--- config.mk ---
export PLATFORM = sky130hd
export DESIGN_NAME = mrlb_dp
export DESIGN_NICKNAME = d
export VERILOG_FILES = /design/src/rtl/mrlb_pkg.sv /design/src/rtl/mrlb_dp.sv
export SDC_FILE = /design/constraint.sdc
export NUM_CORES = 2
export LEC_CHECK = 0
export BUFFER_PORTS_ARGS = -buffer_cell sky130_fd_sc_hd__buf_2
export CAP_MARGIN = 20
export CORE_MARGIN = 8
export CORE_UTILIZATION = 30
export CTS_CLUSTER_DIAMETER = 60
export CTS_CLUSTER_SIZE = 10
export DETAILED_ROUTE_END_ITERATION = 8
export PLACE_DENSITY_LB_ADDON = 0.12
export RECOVER_POWER = 50
export SLEW_MARGIN = 40
export SYNTH_ARGS = -nofsm -noshare
export SYNTH_HDL_FRONTEND = slang
export SYNTH_SLANG_ARGS = --single-unit
export TNS_END_PERCENT = 1
--- constraint.sdc ---
create_clock -name clk -period 8.4 [get_ports clk]
set_input_delay 1.68 -clock clk [delete_from_list [all_inputs] [get_ports clk]]
set_output_delay 1.68 -clock clk [all_outputs]
set_load 0.005 [all_outputs]
--- src/rtl/mrlb_pkg.sv ---
// Package of the minimum-raggedness line breaker.
// Holds the controller/datapath command and status structs and fixed field widths.
// No dependencies.
package mrlb_pkg;

    // Fixed widths of the configuration register and of the result fields.
    localparam int LW_W      = 10;
    localparam int OUT_IDX_W = 6;
    localparam int COST_W    = 36;
    localparam int CUBE_W    = 3 * LW_W;
    localparam logic [LW_W-1:0]   LW_RESET = 10'd80;
    localparam logic [COST_W-1:0] COST_MAX = {COST_W{1'b1}};

    // Result status codes.
    localparam logic [1:0] ST_OK   = 2'd0;
    localparam logic [1:0] ST_LONG = 2'd1;
    localparam logic [1:0] ST_MANY = 2'd2;

    // Commands from the controller to the datapath.
    typedef struct packed {
        logic load;      // store the accepted word
        logic start;     // latch paragraph size, clear the load state
        logic err_out;   // load the error result
        logic row_init;  // begin row i of the dynamic program
        logic rd;        // read word k and suffix cost k+1
        logic acc;       // add word k to the line
        logic sq;        // square the slack
        logic cube;      // cube the slack
        logic cmp;       // compare candidate, advance k
        logic wb;        // write row i, step i down
        logic e_init;    // start emission at word 0
        logic e_rd;      // read break entry of the current line
        logic e_out;     // load one line result
    } cmd_t;

    // Status from the datapath to the controller.
    typedef struct packed {
        logic has_error;
        logic acc_over;
        logic acc_end;
        logic row_last;
        logic out_busy;
        logic out_ends;
    } sts_t;

endpackage

--- src/rtl/mrlb_dp.sv ---
// Datapath of the minimum-raggedness line breaker.
// Word, suffix-cost and break memories, the cubic cost unit and the result register.
// Depends on mrlb_pkg.
module mrlb_dp #(
    parameter int MAX_WORDS = 64,
    parameter int LEN_BITS  = 10
) (
    input  logic                             clk,
    input  logic                             rst_n,
    input  mrlb_pkg::cmd_t                   cmd,
    output mrlb_pkg::sts_t                   sts,
    input  logic                             cfg_we,
    input  logic [mrlb_pkg::LW_W-1:0]        cfg_wdata,
    input  logic [LEN_BITS-1:0]              word_length,
    input  logic                             line_stall,
    output logic                             line_valid,
    output logic [mrlb_pkg::OUT_IDX_W-1:0]   first_word,
    output logic [mrlb_pkg::OUT_IDX_W-1:0]   last_word_index,
    output logic [mrlb_pkg::LW_W-1:0]        line_slack,
    output logic [mrlb_pkg::COST_W-1:0]      paragraph_cost,
    output logic                             ends_paragraph,
    output logic [1:0]                       status
);
    import mrlb_pkg::*;

    localparam int IDX_W  = $clog2(MAX_WORDS);
    localparam int CNT_W  = IDX_W + 1;
    localparam int CW     = (LEN_BITS > LW_W) ? LEN_BITS : LW_W;
    localparam int USED_W = CW + 2;
    localparam int NODE_W = IDX_W + LW_W + 1;
    localparam logic [CNT_W-1:0] CNT_FULL = CNT_W'(MAX_WORDS);

    // Memories.
    logic [LEN_BITS-1:0] wl_mem [MAX_WORDS];
    logic [COST_W-1:0]   sc_mem [MAX_WORDS];
    logic [NODE_W-1:0]   nd_mem [MAX_WORDS];
    logic [LEN_BITS-1:0] wl_rd;
    logic [COST_W-1:0]   sc_rd;
    logic [NODE_W-1:0]   nd_rd;

    // Control and DP registers.
    logic [LW_W-1:0]     lw_reg;
    logic [CNT_W-1:0]    cnt_reg;
    logic [1:0]          err_reg;
    logic [LEN_BITS-1:0] maxlen_reg;
    logic [CNT_W-1:0]    n_reg;
    logic [IDX_W-1:0]    i_reg;
    logic [IDX_W-1:0]    k_reg;
    logic [IDX_W-1:0]    e_idx_reg;
    logic [USED_W-1:0]   used_reg;
    logic [LW_W-1:0]     slack_reg;
    logic [2*LW_W-1:0]   sq_reg;
    logic [CUBE_W-1:0]   cube_reg;
    logic [COST_W-1:0]   best_reg;
    logic [IDX_W-1:0]    brk_reg;
    logic [LW_W-1:0]     bslack_reg;
    logic                fits_reg;
    logic                firstcand_reg;
    logic [COST_W-1:0]   cost_reg;
    logic                out_valid_reg;

    logic [IDX_W-1:0]    last_idx;
    logic [IDX_W-1:0]    sc_addr;
    logic [USED_W-1:0]   used_new;
    logic [USED_W-1:0]   lw_ext;
    logic                acc_over;
    logic                acc_end;
    logic [LW_W-1:0]     slack_new;
    logic [COST_W:0]     cand_sum;
    logic [COST_W-1:0]   cand;
    logic                long_now;
    logic                maxlen_long;
    logic [IDX_W-1:0]    nd_brk;
    logic [LW_W-1:0]     nd_slack;
    logic                nd_fits;

    // Line accumulation and the whole-suffix fit test.
    assign last_idx    = IDX_W'(n_reg - CNT_W'(1));
    assign sc_addr     = (k_reg == last_idx) ? k_reg : IDX_W'(k_reg + IDX_W'(1));
    assign lw_ext      = USED_W'(lw_reg);
    assign used_new    = used_reg + USED_W'(wl_rd)
                         + ((k_reg != i_reg) ? USED_W'(1) : USED_W'(0));
    assign acc_over    = (used_new > lw_ext);
    assign acc_end     = (k_reg == last_idx);
    assign slack_new   = LW_W'(lw_ext - used_new);
    assign long_now    = (CW'(word_length) > CW'(lw_reg));
    assign maxlen_long = (CW'(maxlen_reg) > CW'(lw_reg));

    // Candidate cost with saturation.
    assign cand_sum = {1'b0, sc_rd} + (COST_W+1)'(cube_reg);
    assign cand     = cand_sum[COST_W] ? COST_MAX : cand_sum[COST_W-1:0];

    assign {nd_brk, nd_slack, nd_fits} = nd_rd;

    assign sts.has_error = (err_reg != ST_OK) || maxlen_long;
    assign sts.acc_over  = acc_over;
    assign sts.acc_end   = acc_end;
    assign sts.row_last  = (i_reg == '0);
    assign sts.out_busy  = out_valid_reg;
    assign sts.out_ends  = ends_paragraph;

    assign line_valid = out_valid_reg;

    // Memory ports.
    always_ff @(posedge clk)
    begin
        if (cmd.load && (cnt_reg < CNT_FULL))
            wl_mem[cnt_reg[IDX_W-1:0]] <= word_length;
        if (cmd.wb)
        begin
            sc_mem[i_reg] <= best_reg;
            nd_mem[i_reg] <= {brk_reg, bslack_reg, fits_reg};
        end
        if (cmd.rd)
        begin
            wl_rd <= wl_mem[k_reg];
            sc_rd <= sc_mem[sc_addr];
        end
        if (cmd.e_rd)
            nd_rd <= nd_mem[e_idx_reg];
    end

    // Configuration register and load-phase state.
    always_ff @(posedge clk or negedge rst_n)
    begin
        if (!rst_n)
        begin
            lw_reg     <= LW_RESET;
            cnt_reg    <= '0;
            err_reg    <= ST_OK;
            maxlen_reg <= '0;
        end
        else
        begin
            if (cfg_we)
                lw_reg <= cfg_wdata;
            if (cmd.start)
            begin
                cnt_reg    <= '0;
                err_reg    <= ST_OK;
                maxlen_reg <= '0;
            end
            else if (cmd.load)
            begin
                if (cnt_reg < CNT_FULL)
                begin
                    cnt_reg <= cnt_reg + CNT_W'(1);
                    if (word_length > maxlen_reg)
                        maxlen_reg <= word_length;
                    if (long_now && (err_reg == ST_OK))
                        err_reg <= ST_LONG;
                end
                else
                    err_reg <= ST_MANY;
            end
        end
    end

    // Dynamic program registers.
    always_ff @(posedge clk)
    begin
        if (cmd.start)
        begin
            n_reg <= cnt_reg;
            i_reg <= IDX_W'(cnt_reg - CNT_W'(1));
        end
        if (cmd.row_init)
        begin
            k_reg         <= i_reg;
            used_reg      <= '0;
            fits_reg      <= 1'b0;
            firstcand_reg <= 1'b1;
        end
        if (cmd.acc)
        begin
            used_reg  <= used_new;
            slack_reg <= slack_new;
            if (!acc_over && acc_end)
            begin
                best_reg   <= '0;
                brk_reg    <= k_reg;
                bslack_reg <= slack_new;
                fits_reg   <= 1'b1;
            end
        end
        if (cmd.sq)
            sq_reg <= slack_reg * slack_reg;
        if (cmd.cube)
            cube_reg <= sq_reg * slack_reg;
        if (cmd.cmp)
        begin
            if (firstcand_reg || (cand < best_reg))
            begin
                best_reg   <= cand;
                brk_reg    <= k_reg;
                bslack_reg <= slack_reg;
            end
            firstcand_reg <= 1'b0;
            k_reg         <= k_reg + IDX_W'(1);
        end
        if (cmd.wb)
        begin
            if (i_reg == '0)
                cost_reg <= best_reg;
            else
                i_reg <= i_reg - IDX_W'(1);
        end
        if (cmd.e_init)
            e_idx_reg <= '0;
        if (cmd.e_out)
            e_idx_reg <= nd_brk + IDX_W'(1);
    end

    // Result register: held until the transaction completes.
    always_ff @(posedge clk or negedge rst_n)
    begin
        if (!rst_n)
            out_valid_reg <= 1'b0;
        else if (cmd.err_out || cmd.e_out)
            out_valid_reg <= 1'b1;
        else if (!line_stall)
            out_valid_reg <= 1'b0;
    end

    always_ff @(posedge clk)
    begin
        if (cmd.err_out)
        begin
            first_word      <= '0;
            last_word_index <= '0;
            line_slack      <= '0;
            paragraph_cost  <= '0;
            ends_paragraph  <= 1'b1;
            status          <= (err_reg == ST_MANY) ? ST_MANY : ST_LONG;
        end
        else if (cmd.e_out)
        begin
            first_word      <= OUT_IDX_W'(e_idx_reg);
            last_word_index <= OUT_IDX_W'(nd_fits ? last_idx : nd_brk);
            line_slack      <= nd_slack;
            paragraph_cost  <= cost_reg;
            ends_paragraph  <= nd_fits;
            status          <= ST_OK;
        end
    end

endmodule

==> impl_metrics.tcl <==
set metrics [dict create \
    status "complete, but fails checks" \
    violations "capacitance limit, slew limit" \
    async_flop_share_pct 0.686 \
    postCtsHoldBufs 0 \
    final_net_count 11816 \
    critPathKind "flip-flop to flip-flop" \
    grt_usage_pct 19.5 \
    htreeDepth 6 \
    dp_hpwl_um 376000 \
    cp_max_fo 36 \
    worst_slack_ps 521 \
    clock_skew_ps 80.9 \
    final_common_cell "edfxtp_1" \
    grt_pass1_vias 105329 \
    clkTransAtPathRegs_ps 60 \
    worst_pin_slew_ps 5860 \
    clock_latency_ps 1060 \
    hp-class "flip-flop to flip-flop" \
    crit_required_ps 9200 \
    core_area_sq_mm 0.607 \
    slew_violations 4356 \
    vias 104018 \
    final_core_util_pct 34.8 \
    gp_congestion 0.800 \
    min_period_ps 7880 \
    portBuffers 104 \
    drc 0 \
    synth_seq_cells 4371 \
    cp_cell_sequence "clkbuf_1 > ha_1 > inv_1 > nand2_1 > o22a_4 > buf_4 > buf_4 > o22ai_1 > o311ai_0 > buf_4 > a32oi_1 > buf_4" \
    max-vdd-ir-drop_mv 1.58 \
    drv_cap 82 \
    syn_area_per_cell_sq_um 16.7 \
    layout-drive-gt1-share_pct 16.8 \
    cts_resized 0 \
    overflow 0 \
    placedCellCount 18859 \
    cts_made_buffers 541 \
    cts.sinks 4371 \
    setup_violations 0 \
    rsz0062_at_grt "false" \
    regMostFlops "sc_mem" \
    p_leak_nw 70.9 \
    grt_max_degree 119 \
    drtIter0Drc 10063 \
    synth_edf_count 4222 \
    largest_reg_flops 2304 \
    place_ws_ps 1440 \
    grt_pass1_wl_um 875000 \
    crit_path_start_kind "flip-flop" \
    clock_path_buffers 4 \
    ios 105 \
    vias_per_cell 5.28 \
    fin_crit_sh_pct 93.8 \
    drt-total-wl_um 638000 \
    mostFrequentLayoutCells "edfxtp_1 (4222), nand2_1 (1053), mux2i_1 (822)" \
    start_util_pct 30.1 \
    end_kind "flip-flop" \
    detail-route-antenna-nets 0 \
    dieWidth_um 796 \
    yosysWarnings 0 \
    power.density_mw_per_mm2 472 \
    die_h_um 796 \
    synth-main-ff-cell "edfxtp_1" \
    clockRootBuffer "clkbuf_16" \
    antenna_found_initial 70 \
    timing_hold_violations_final 0 \
    tns_ps 0 \
    crit_slowest_cell "clkbuf_1" \
    die_area_sq_mm 0.634 \
    dr.pass1.iters 6 \
    synthCells 10926 \
    cts_tree "built" \
    max_freq_ghz 0.127 \
    synth_seq_area_share_pct 71.2 \
    core.rowCount 286 \
    ys_types 90 \
    wl_per_cell_um 32.4 \
    syn_area_sq_mm 0.183 \
    area_growth_pct 15.8 \
    layout.cells.non_filler 19689 \
    relSlewSlack_pct -290 \
    crit_arrival_ps 8680 \
    crit_path_max_incr_delay_ps 2170 \
    cpMostUsedCell "buf_4" \
    cts_setup_buffers 0 \
]
-- worst max-delay path, delay by kind of cell (launching register included) --
kind            cells  cell delay, ps
buf+inv             6            3710
compound gates      4            1500
fa+ha+maj           1            1500
simple gates        1             270
flops               1             510
-- path summary, 6_finish.rpt --
kind | slack [ps] | start | endpoint | cells after the start
worst min-delay path | 490 | cost_reg[29]$_DFFE_PP_ | paragraph_cost[29]$_SDFFE_PP0P_ | 2
min in group asynchronous | 1140 | rst_n | line_valid$_DFFE_PN0P_ | 1
worst max register to register | 520 | k_reg[1]$_DFFE_PP_ | sc_rd[3]$_DFFE_PP_ | 12
worst min register to register | 490 | cost_reg[29]$_DFFE_PP_ | paragraph_cost[29]$_SDFFE_PP0P_ | 2
max in group asynchronous | 6150 | rst_n | maxlen_reg[6]$_DFFE_PN0P_ | 1
worst max-delay path | 520 | k_reg[1]$_DFFE_PP_ | sc_rd[3]$_DFFE_PP_ | 12
-- metrics by stage --
stage          total power [mW]  hold WS [ps]  instance area (sq um)
2_1_floorplan              61.8           423                 183000
3_3_place_gp               78.3           442                 195000
3_5_place_dp               79.0           446                 196000
4_1_cts                     101           459                 212000
5_1_grt                     106           496                 211000
6_report                   99.8           488                 211000
-- layer usage --
layer | up-vias | wire, um | part of all wire, % | global-route usage [%]
li1 | 43473 | - | - | -
met1 | 55937 | 275000 | 43 | 26.4
met2 | 3664 | 301000 | 47 | 32.1
met3 | 932 | 40100 | 6.3 | 3.10
met4 | 12 | 22500 | 3.5 | 6.12
met5 | - | 81 | 0.013 | 0
-- synth_stat cells, drive strengths merged (34+ instances only) --
library cell / instances / area, sq um
edfxtp: 4222 / 127000
nand2: 1067 / 4020
mux2i: 822 / 8230
mux4: 582 / 13100
a21oi: 552 / 2770
o22ai: 360 / 2250
inv: 343 / 1290
nor2: 339 / 1280
clkbuf: 330 / 1240
buf: 306 / 1650
ha: 242 / 3030
fa: 187 / 3740
nor4: 166 / 1040
and2: 149 / 932
o21ai: 134 / 682
dfxtp: 119 / 2380
nand3: 92 / 465
a211oi: 82 / 621
xnor2: 79 / 692
nor2b: 67 / 419
o221ai: 63 / 552
nor3: 61 / 322
a21o: 41 / 308
mux2: 36 / 405
o311ai: 35 / 307
nand2b: 34 / 213
xor2: 34 / 305
-- cell type report --
type,instances,area (sq um)
Clock buffer,675,14300
Tap cell,8064,10100
Multi-Input combinational cell,5578,49800
Clock inverter,124,1340
Fill cell,57226,395000
Inverter,344,1290
Timing Repair Buffer,514,4560
Antenna cell,19,47.5
Sequential cell,4371,130000
-- power breakdown --
part | internal, mW | switching [mW]
combinational | 18.0 | 30.0
clock | 12.2 | 9.10
sequential | 29.4 | 1.01
total | 59.6 | 40.1
-- cells by family after synthesis --
family,after synthesis,share of synthesized area (%)
AO/OA/AOI/OAI,1493,5.12
XOR/XNOR,117,0.597
adder cells (fa/ha/maj),429,3.71
buffers and inverters,980,2.29
flip-flops,4371,71.2
multiplexers,1440,11.9
other,2,0.00411
AND/OR/NAND/NOR,2094,5.22
Note: power is estimated with default switching activity, not from simulation.
