$ cat src/rtl/mrlb_pkg.sv
// Package of the minimum-raggedness line breaker.
// Holds the controller/datapath command and status structs and fixed field widths.
// No dependencies.
package mrlb_pkg;

    // Fixed widths of the configuration register and of the result fields.
    localparam int LW_W      = 10;
    localparam int OUT_IDX_W = 6;
    localparam int COST_W    = 36;
    localparam int CUBE_W    = 3 * LW_W;
    localparam logic [LW_W-1:0]   LW_RESET = 10'd80;
    localparam logic [COST_W-1:0] COST_MAX = {COST_W{1'b1}};

    // Result status codes.
    localparam logic [1:0] ST_OK   = 2'd0;
    localparam logic [1:0] ST_LONG = 2'd1;
    localparam logic [1:0] ST_MANY = 2'd2;

    // Commands from the controller to the datapath.
    typedef struct packed {
        logic load;      // store the accepted word
        logic start;     // latch paragraph size, clear the load state
        logic err_out;   // load the error result
        logic row_init;  // begin row i of the dynamic program
        logic rd;        // read word k and suffix cost k+1
        logic acc;       // add word k to the line
        logic sq;        // square the slack
        logic cube;      // cube the slack
        logic cmp;       // compare candidate, advance k
        logic wb;        // write row i, step i down
        logic e_init;    // start emission at word 0
        logic e_rd;      // read break entry of the current line
        logic e_out;     // load one line result
    } cmd_t;

    // Status from the datapath to the controller.
    typedef struct packed {
        logic has_error;
        logic acc_over;
        logic acc_end;
        logic row_last;
        logic out_busy;
        logic out_ends;
    } sts_t;

endpackage

$ cat src/rtl/mrlb_ctrl.sv
// Controller of the minimum-raggedness line breaker.
// One-hot state machine sequencing loading, the backward DP and line emission.
// Depends on mrlb_pkg.
module mrlb_ctrl (
    input  logic           clk,
    input  logic           rst_n,
    input  logic           word_valid,
    input  logic           is_final_word,
    output logic           word_stall,
    input  mrlb_pkg::sts_t sts,
    output mrlb_pkg::cmd_t cmd
);
    import mrlb_pkg::*;

    typedef enum logic [11:0] {
        S_LOAD  = 12'b000000000001,
        S_CHECK = 12'b000000000010,
        S_ROW   = 12'b000000000100,
        S_RD    = 12'b000000001000,
        S_ACC   = 12'b000000010000,
        S_SQ    = 12'b000000100000,
        S_CUBE  = 12'b000001000000,
        S_CMP   = 12'b000010000000,
        S_WB    = 12'b000100000000,
        S_ERD   = 12'b001000000000,
        S_EOUT  = 12'b010000000000,
        S_EWAIT = 12'b100000000000
    } state_t;

    state_t state_reg;
    state_t state_next;
    logic   accept;

    // Words are taken only while loading.
    assign word_stall = (state_reg != S_LOAD);
    assign accept     = word_valid && (state_reg == S_LOAD);

    // Next state and commands.
    always_comb
    begin
        state_next = state_reg;
        cmd        = '0;
        case (state_reg)
            S_LOAD:
            begin
                cmd.load = accept;
                if (accept && is_final_word)
                    state_next = S_CHECK;
            end
            S_CHECK:
            begin
                cmd.start = 1'b1;
                if (sts.has_error)
                begin
                    cmd.err_out = 1'b1;
                    state_next  = S_EWAIT;
                end
                else
                    state_next = S_ROW;
            end
            S_ROW:
            begin
                cmd.row_init = 1'b1;
                state_next   = S_RD;
            end
            S_RD:
            begin
                cmd.rd     = 1'b1;
                state_next = S_ACC;
            end
            S_ACC:
            begin
                cmd.acc = 1'b1;
                if (sts.acc_over || sts.acc_end)
                    state_next = S_WB;
                else
                    state_next = S_SQ;
            end
            S_SQ:
            begin
                cmd.sq     = 1'b1;
                state_next = S_CUBE;
            end
            S_CUBE:
            begin
                cmd.cube   = 1'b1;
                state_next = S_CMP;
            end
            S_CMP:
            begin
                cmd.cmp    = 1'b1;
                state_next = S_RD;
            end
            S_WB:
            begin
                cmd.wb = 1'b1;
                if (sts.row_last)
                begin
                    cmd.e_init = 1'b1;
                    state_next = S_ERD;
                end
                else
                    state_next = S_ROW;
            end
            S_ERD:
            begin
                cmd.e_rd   = 1'b1;
                state_next = S_EOUT;
            end
            S_EOUT:
            begin
                cmd.e_out  = 1'b1;
                state_next = S_EWAIT;
            end
            S_EWAIT:
            begin
                if (!sts.out_busy)
                    state_next = sts.out_ends ? S_LOAD : S_ERD;
            end
            default:
                state_next = S_LOAD;
        endcase
    end

    always_ff @(posedge clk or negedge rst_n)
    begin
        if (!rst_n)
            state_reg <= S_LOAD;
        else
            state_reg <= state_next;
    end

endmodule

$ cat config.mk
export PLATFORM = sky130hd
export DESIGN_NAME = mrlb_ctrl
export DESIGN_NICKNAME = d
export VERILOG_FILES = /design/src/rtl/mrlb_pkg.sv /design/src/rtl/mrlb_ctrl.sv
export SDC_FILE = /design/constraint.sdc
export NUM_CORES = 1
export LEC_CHECK = 0
export BUFFER_PORTS_ARGS = -buffer_cell sky130_fd_sc_hd__buf_4
export CORE_MARGIN = 2
export CORE_UTILIZATION = 49
export DETAILED_ROUTE_END_ITERATION = 16
export GPL_ROUTABILITY_DRIVEN = 0
export GPL_TIMING_DRIVEN = 0
export HOLD_SLACK_MARGIN = 0.12
export PLACE_DENSITY_LB_ADDON = 0.1
export SLEW_MARGIN = 20
export SYNTH_ARGS = -nofsm -noshare
export SYNTH_HDL_FRONTEND = slang
export SYNTH_SLANG_ARGS = --single-unit
$ cat constraint.sdc
create_clock -name clk -period 2.44 [get_ports clk]
set_input_delay 0.366 -clock clk [delete_from_list [all_inputs] [get_ports clk]]
set_output_delay 0.366 -clock clk [all_outputs]
set_load 0.03 [all_outputs]
==> implementation parameters, run 1 <==
Parameter                              Value

Detailed routing
  Wire length on met2    898 µm
  Met1 Wirelength    865 µm
  Number of optimization iterations in the first detailed-route pass    4
  Total length of routed met3 wires    76 µm
  Highest Signal Layer    met4
  Number of vias in the routed layout    756
  Number of DRC markers in iteration 0    11
  Routed vias/inst    5.91
  Detailed-route wire length per cell    14.5 µm
  Antenna violation net count after detailed routing    0
  Number of design rule violations left after detail routing    0
  Post-detailed-routing wire length    1860 µm

Clock network
  Clock buffer count from CTS    3
  CTS sink cnt    12
  Clock Path Buffers    2
  Total number of H-tree levels    1
  Clock tree from TritonCTS    yes
  Clk pin slew, worst setup/hold paths    70 ps
  Clock latency on the worst-skew pair    280 ps
  Root buf cell    sky130_fd_sc_hd__clkbuf_4

Critical path
  Maximum fanout count along the critical path    7
  Startpoint kind of the worst setup timing path    register
  Max stage delay cell, worst path    sky130_fd_sc_hd__or4_4
  Crit path kind    register to primary output
  Data arrival time of the worst path    2060 ps
  Maximum cell stage delay along the critical path    620 ps
  Critical path cell sequence    or4_4 -> nor3_4 -> and4bb_2 -> and2_4 -> buf_6
  Category of the worst setup path capture point    primary output
  Bufs and invs on worst path    1
  Category of cells accounting for the largest share of critical-path delay    simple AND/OR/NAND/NOR gates
  Data required time of the worst path    2070 ps

Yosys
  Synthesized instance count    81
  Post-synthesis net count    91
  Number of distinct standard cells referenced by the synthesized netlist    34
  Post-synthesis instance area    782 µm²
  Seq/Total Area, Yosys    0.386
  Synthesis warning total    0
  Number of storage elements in the synthesis netlist    12
  Avg Synthesized Cell Area    9.65 µm²

STA
  Worst Max-Slew Pin Slew    484 ps
  Final Max Tran Viols    0
  Hold_ws    255 ps
  RSZ-0062 raised after global routing    true
  Final cycle utilization of the critical path    0.992
  Total count of hold-check failures in the final report    0
  Final period demand of the worst path    2420 ps
  Number of setup violations in the final report    0
  Max frequency    0.413 GHz
  Crit path setup slack, layout    19.0 ps
  Worst slew slack as a fraction of its limit    0.673
  Final TNS setup    0 ps
  Worst-case clock skew    10.6 ps

Place
  HPWL after DPL    1300 µm
  Quantity of I/O buffers inserted on ports    23
  Setup WS pre-CTS    206 ps
  Count of placed standard cells including taps    120

Floorplan
  Chip width    44.0 µm
  DIE AREA    0.00193 mm²
  Initial core utilization    0.519
  Core Area    0.00151 mm²
  Number of top-level pins    24
  Placement row count    14
  Die boundary height    44.0 µm

Global route
  Aggregate global-route resource usage    0.211
  Pin count of the biggest net entering global routing    13
  Wire length of the first global-routing pass    3040 µm
  GRT overflow    0
  Vias in the first global route    704
  Number of antenna violations at the first check in global routing    0

Final layout
  Layout Cells excl Fill    128
  Max FFs per register    12
  Layout-stage area growth over the synthesis result    37.9%
  Nets@finish    123
  Reg area    309 µm²
  Share of the core filled with cells in the final layout    0.716
  # diodes    0
  Area used by multi-input combinational logic    484 µm²
  Commonest non-fill, non-tap cells in the layout    sky130_fd_sc_hd__buf_4 (25), sky130_fd_sc_hd__nor2_1 (11), sky130_fd_sc_hd__dfrtp_2 (6)
  Ratio of cells with drive above 1 in the final layout    0.464
  Fillers    115
  Most frequent standard cell in the layout excluding fill and tap cells    sky130_fd_sc_hd__buf_4

Hold path
  Hold Path Class    input pin to register

Power
  Max rail drop VDD    619 µV
  Static Leak    0.572 nW
  PD cells    754 mW/mm²

Job
  Max-cap violations    0

Status
  Outcome    finished clean
-- repair_timing --
item	4_1_cts	5_1_grt
resized for setup	6	10
endpoints found under the hold margin	11	0
endpoints found under the setup margin	3	4
setup buffers	2	2
hold buffers	1	0
pin swaps	4	6
-- path summary, 6_finish.rpt --
check | cells after the start | end | slack [ps] | startpoint
worst max-delay path | 5 | cmd[12] | 20 | state_reg[4]
worst min-delay path | 2 | state_reg[5] | 260 | sts[4]
worst max register to register | 5 | state_reg[1] | 470 | state_reg[1]
worst min register to register | 1 | state_reg[1] | 580 | state_reg[1]
max in group asynchronous | 2 | state_reg[0] | 1740 | rst_n
min in group asynchronous | 2 | state_reg[11] | 450 | rst_n
-- Yosys cell counts --
master,instances,share of area
sky130_fd_sc_hd__and4bb_2,1,0.016
sky130_fd_sc_hd__nor4b_1,2,0.022
sky130_fd_sc_hd__o22ai_1,1,0.0080
sky130_fd_sc_hd__nand3_1,1,0.0064
sky130_fd_sc_hd__nor4_4,1,0.027
sky130_fd_sc_hd__and3_1,5,0.040
sky130_fd_sc_hd__a21o_2,1,0.011
sky130_fd_sc_hd__o32ai_1,1,0.011
sky130_fd_sc_hd__a21o_1,1,0.0096
sky130_fd_sc_hd__dfstp_2,1,0.034
sky130_fd_sc_hd__or4_4,3,0.043
sky130_fd_sc_hd__nand4b_1,1,0.011
sky130_fd_sc_hd__and2_2,1,0.0096
sky130_fd_sc_hd__a31oi_1,1,0.0080
sky130_fd_sc_hd__nor2b_1,1,0.0080
sky130_fd_sc_hd__and4b_1,4,0.051
sky130_fd_sc_hd__inv_1,5,0.024
sky130_fd_sc_hd__buf_4,1,0.0096
sky130_fd_sc_hd__nor3_2,1,0.013
sky130_fd_sc_hd__dfrtp_1,11,0.35
sky130_fd_sc_hd__o21ai_0,3,0.019
sky130_fd_sc_hd__xor2_1,4,0.045
sky130_fd_sc_hd__nor3_1,4,0.026
sky130_fd_sc_hd__o211a_1,1,0.013
sky130_fd_sc_hd__nand2_1,1,0.0048
sky130_fd_sc_hd__o32a_1,1,0.013
sky130_fd_sc_hd__and3_2,1,0.0096
sky130_fd_sc_hd__a211oi_1,1,0.0096
sky130_fd_sc_hd__a32oi_1,1,0.011
sky130_fd_sc_hd__and3_4,1,0.014
sky130_fd_sc_hd__o22a_1,1,0.011
sky130_fd_sc_hd__nor2_1,12,0.058
sky130_fd_sc_hd__and2_1,5,0.040
sky130_fd_sc_hd__and2b_2,1,0.011
-- worst register-to-register path: stages (launching register included) --
cell	delay [ps]
sky130_fd_sc_hd__dfrtp_2	450
sky130_fd_sc_hd__or4_4	570
sky130_fd_sc_hd__nor4_4	360
sky130_fd_sc_hd__and3_4	280
sky130_fd_sc_hd__nor2_1	40
sky130_fd_sc_hd__o22a_1	160
-- per-layer routing --
| metal | vias up | GRT usage |
|---|---|---|
| li1 | 362 | - |
| met1 | 372 | 0.296 |
| met2 | 20 | 0.326 |
| met3 | 2 | 0.0625 |
| met4 | 0 | 0.0364 |
| met5 | - | 0 |
-- where the power goes --
group / switching, mW / internal (mW)
Combinational: 0.218 / 0.205
Sequential: 0.0325 / 0.228
Clock: 0.0665 / 0.0633
Total: 0.317 / 0.496
-- layout make-up --
class,count,share of cell area
multi-input cells,63,0.449
flip-flops and latches,12,0.287
repair buffers,28,0.204
clock buffers,4,0.0244
well taps,16,0.0186
inverters,5,0.0174
-- metrics by stage --
step / cell area, µm² / power, mW
floorplan: 782 / 0.510
global placement: 975 / 0.605
detailed placement: 975 / 0.613
CTS: 1040 / 0.773
global route: 1080 / 0.863
finish: 1080 / 0.814
-- cell families after synthesis --
| group | after synthesis | share of synthesized area |
|---|---|---|
| AO/OA/AOI/OAI | 13 | 0.125 |
| XOR/XNOR | 4 | 0.0448 |
| buffers and inverters | 6 | 0.0336 |
| AND/OR/NAND/NOR | 46 | 0.411 |
| flip-flops | 12 | 0.386 |
No activity file was read; power rests on OpenSTA's default activity.
==> run 2, diff against run 1 <==
--- a/config.mk
+++ b/config.mk
@@ -7,7 +7,7 @@
 export LEC_CHECK = 0
 export BUFFER_PORTS_ARGS = -buffer_cell sky130_fd_sc_hd__buf_4
 export CORE_MARGIN = 2
-export CORE_UTILIZATION = 49
+export CORE_UTILIZATION = 30
 export DETAILED_ROUTE_END_ITERATION = 16
 export GPL_ROUTABILITY_DRIVEN = 0
 export GPL_TIMING_DRIVEN = 0
==> constraint.sdc (replaced) <==
create_clock -name clk -period 2.7 [get_ports clk]
set_input_delay 0.405 -clock clk [delete_from_list [all_inputs] [get_ports clk]]
set_output_delay 0.405 -clock clk [all_outputs]
set_load 0.03 [all_outputs]
==> run 2 against run 1 <==
  * Via count decreased by 6.3%
  * Worst hold slack improved by 45 ps
  * Flip-flop and latch count unchanged
  * Critical path depth increased by 1
  * Clock power decreased by 11%
  * Power decreased by 18%
  * Sequential share of layout area increased by 0.66 points
  * Clock skew decreased by 4.9 ps
  * Cell area decreased by 4.6%
  * Global-route usage decreased by 8.6 points
  * Largest cell class unchanged
  * Largest power group unchanged
==> implementation parameters, run 2 (same netlist as run 1, synthesis figures left out) <==
Parameter                              Value

Power
  Max rail drop VDD    257 µV (was 619 µV)
  Total chip power    0.670 mW (was 0.814 mW)
  PD cells    652 mW/mm² (was 754 mW/mm²)
  Static Leak    0.554 nW (was 0.572 nW)

STA
  Worst-case clock skew    5.71 ps (was 10.6 ps)
  Final Max Tran Viols    0 (unchanged)
  Worst slew slack as a fraction of its limit    0.674 (was 0.673)
  Final cycle utilization of the critical path    0.953
  Max frequency    0.389 GHz
  Total count of hold-check failures in the final report    0 (unchanged)
  Worst Max-Slew Pin Slew    483 ps (was 484 ps)
  Final TNS setup    0 ps (unchanged)
  Number of setup violations in the final report    0 (unchanged)
  Final period demand of the worst path    2570 ps
  RSZ-0062 raised after global routing    false (was true)

Critical path
  Category of the worst setup path capture point    primary output (unchanged)
  Maximum cell stage delay along the critical path    560 ps (was 620 ps)
  Max stage delay cell, worst path    sky130_fd_sc_hd__or4_4 (unchanged)
  Most used cell along the critical path    sky130_fd_sc_hd__buf_4
  Data required time of the worst path    2300 ps (was 2070 ps)
  Critical path cell sequence    buf_4 -> or4_4 -> nor3_1 -> and4bb_2 -> and2_1 -> buf_4 (was or4_4 -> nor3_4 -> and4bb_2 -> and2_4 -> buf_6)
  Data arrival time of the worst path    2170 ps (was 2060 ps)
  Startpoint kind of the worst setup timing path    register (unchanged)
  Maximum fanout count along the critical path    8 (was 7)
  Worst reg-to-reg path cell count    5 (unchanged)
  Crit path kind    register to primary output (unchanged)

Final layout
  Ratio of cells with drive above 1 in the final layout    0.358 (was 0.464)
  # diodes    0 (unchanged)
  Nets@finish    120 (was 123)
  Fillers    256 (was 115)
  Commonest non-fill, non-tap cells in the layout    sky130_fd_sc_hd__buf_4 (24), sky130_fd_sc_hd__nor2_1 (12), sky130_fd_sc_hd__dfrtp_1 (11) (was sky130_fd_sc_hd__buf_4 (25), sky130_fd_sc_hd__nor2_1 (11), sky130_fd_sc_hd__dfrtp_2 (6))
  Layout-stage area growth over the synthesis result    31.5% (was 37.9%)
  Max FFs per register    12 (unchanged)
  Most frequent standard cell in the layout excluding fill and tap cells    sky130_fd_sc_hd__buf_4 (unchanged)

Clock network
  Clk pin slew, worst setup/hold paths    70 ps (about the same)
  Root buf cell    sky130_fd_sc_hd__clkbuf_4 (unchanged)
  Clock Path Buffers    2 (unchanged)
  Total number of H-tree levels    1 (unchanged)
  Clock buffer count from CTS    3 (unchanged)
  Clock latency on the worst-skew pair    260 ps (was 280 ps)
  Clock tree from TritonCTS    yes (unchanged)
  CTS sink cnt    12 (unchanged)
  Setup fix buffers added after clock tree synthesis    0 (was 2)

Floorplan
  Die boundary height    55.1 µm (was 44.0 µm)
  Chip width    55.1 µm (was 44.0 µm)
  Number of top-level pins    24 (unchanged)
  Initial core utilization    0.316 (was 0.519)
  Placement row count    18 (was 14)
  Core Area    0.00248 mm² (was 0.00151 mm²)
  DIE AREA    0.00303 mm² (was 0.00193 mm²)

Global route
  Met3 track utilization from global routing    0.0242 (was 0.0625)
  Wire length of the first global-routing pass    2740 µm (was 3040 µm)
  Pin count of the biggest net entering global routing    13 (unchanged)
  Number of antenna violations at the first check in global routing    0 (unchanged)
  Aggregate global-route resource usage    0.125 (was 0.211)
  Global-route layer with the greatest usage    met2 (unchanged)
  Met1 GRT Util    0.176 (was 0.296)
  GRT overflow    0 (unchanged)
  Vias in the first global route    607 (was 704)
  Global routing usage on met2    0.200 (was 0.326)

Detailed routing
  Detailed-route wire length per cell    12.6 µm (was 14.5 µm)
  Routed vias/inst    5.09 (was 5.91)
  Number of DRC markers in iteration 0    13 (was 11)
  Post-detailed-routing wire length    1750 µm (was 1860 µm)
  Antenna violation net count after detailed routing    0 (unchanged)
  Number of optimization iterations in the first detailed-route pass    4 (unchanged)
  Number of design rule violations left after detail routing    0 (unchanged)
  Number of vias in the routed layout    708 (was 756)

Place
  HPWL after DPL    1360 µm (was 1300 µm)
  Quantity of I/O buffers inserted on ports    23 (unchanged)

Job
  Max-cap violations    0 (unchanged)

Status
  Outcome    finished clean (unchanged)

Hold path
  Hold Path Class    input pin to register (unchanged)
  Count of cells along the worst hold path    2 (unchanged)
[run 2: layout make-up]
| cell class | count | area [µm²] | area share |
|---|---|---|---|
| buffer | 1 | 7.51 | 0.00730 |
| clock buffer | 4 | 26.3 | 0.0255 |
| inverter | 5 | 18.8 | 0.0182 |
| multi-input combinational | 63 | 454 | 0.442 |
| sequential | 12 | 302 | 0.293 |
| tap | 30 | 37.5 | 0.0365 |
| timing repair buffer | 24 | 183 | 0.178 |
[run 2: routing by layer]
metal | vias up | routed length, µm
li1 | 360 | -
met1 | 331 | 811
met2 | 15 | 837
met3 | 2 | 83
met4 | 0 | 15
met5 | - | 0
[run 2: power breakdown]
part	leakage [nW]	internal [mW]	switching, mW
Combinational	0.376	0.142	0.177
Sequential	0.163	0.205	0.0299
Clock	0.0150	0.0570	0.0594
[run 2: metrics by stage]
stage | utilization | instances | setup WS, ps | instance area (µm²) | hold slack, ps
after floorplan | - | 81 | 426 | 782 | 109
final | 0.415 | 139 | 126 | 1030 | 300
after global placement | 0.401 | 134 | 430 | 992 | 261
after CTS | 0.415 | 139 | 136 | 1030 | 296
after global routing | 0.415 | 139 | 35.7 | 1030 | 293
after detailed placement | 0.401 | 134 | 434 | 992 | 263
[run 2: worst paths after layout]
| check | start | end | slack, ps |
|---|---|---|---|
| worst max-delay path | state_reg[4] | cmd[12] | 130 |
| worst min-delay path | sts[4] | state_reg[5] | 300 |
| worst max register to register | state_reg[1] | state_reg[1] | 720 |
| worst min register to register | state_reg[1] | state_reg[1] | 620 |
| max in group asynchronous | rst_n | state_reg[0] | 1950 |
| min in group asynchronous | rst_n | state_reg[3] | 510 |
[run 2: critical path: cells and delay by family (launching register included)]
kind	cells	cell delay, ps
buffers and inverters	2	310
flip-flops	1	370
AND/OR/NAND/NOR	4	1220
[run 2: what timing repair did]
action,in CTS,in global routing
hold endpoints to repair,11,0
resized for setup,0,0
hold buffers,1,0
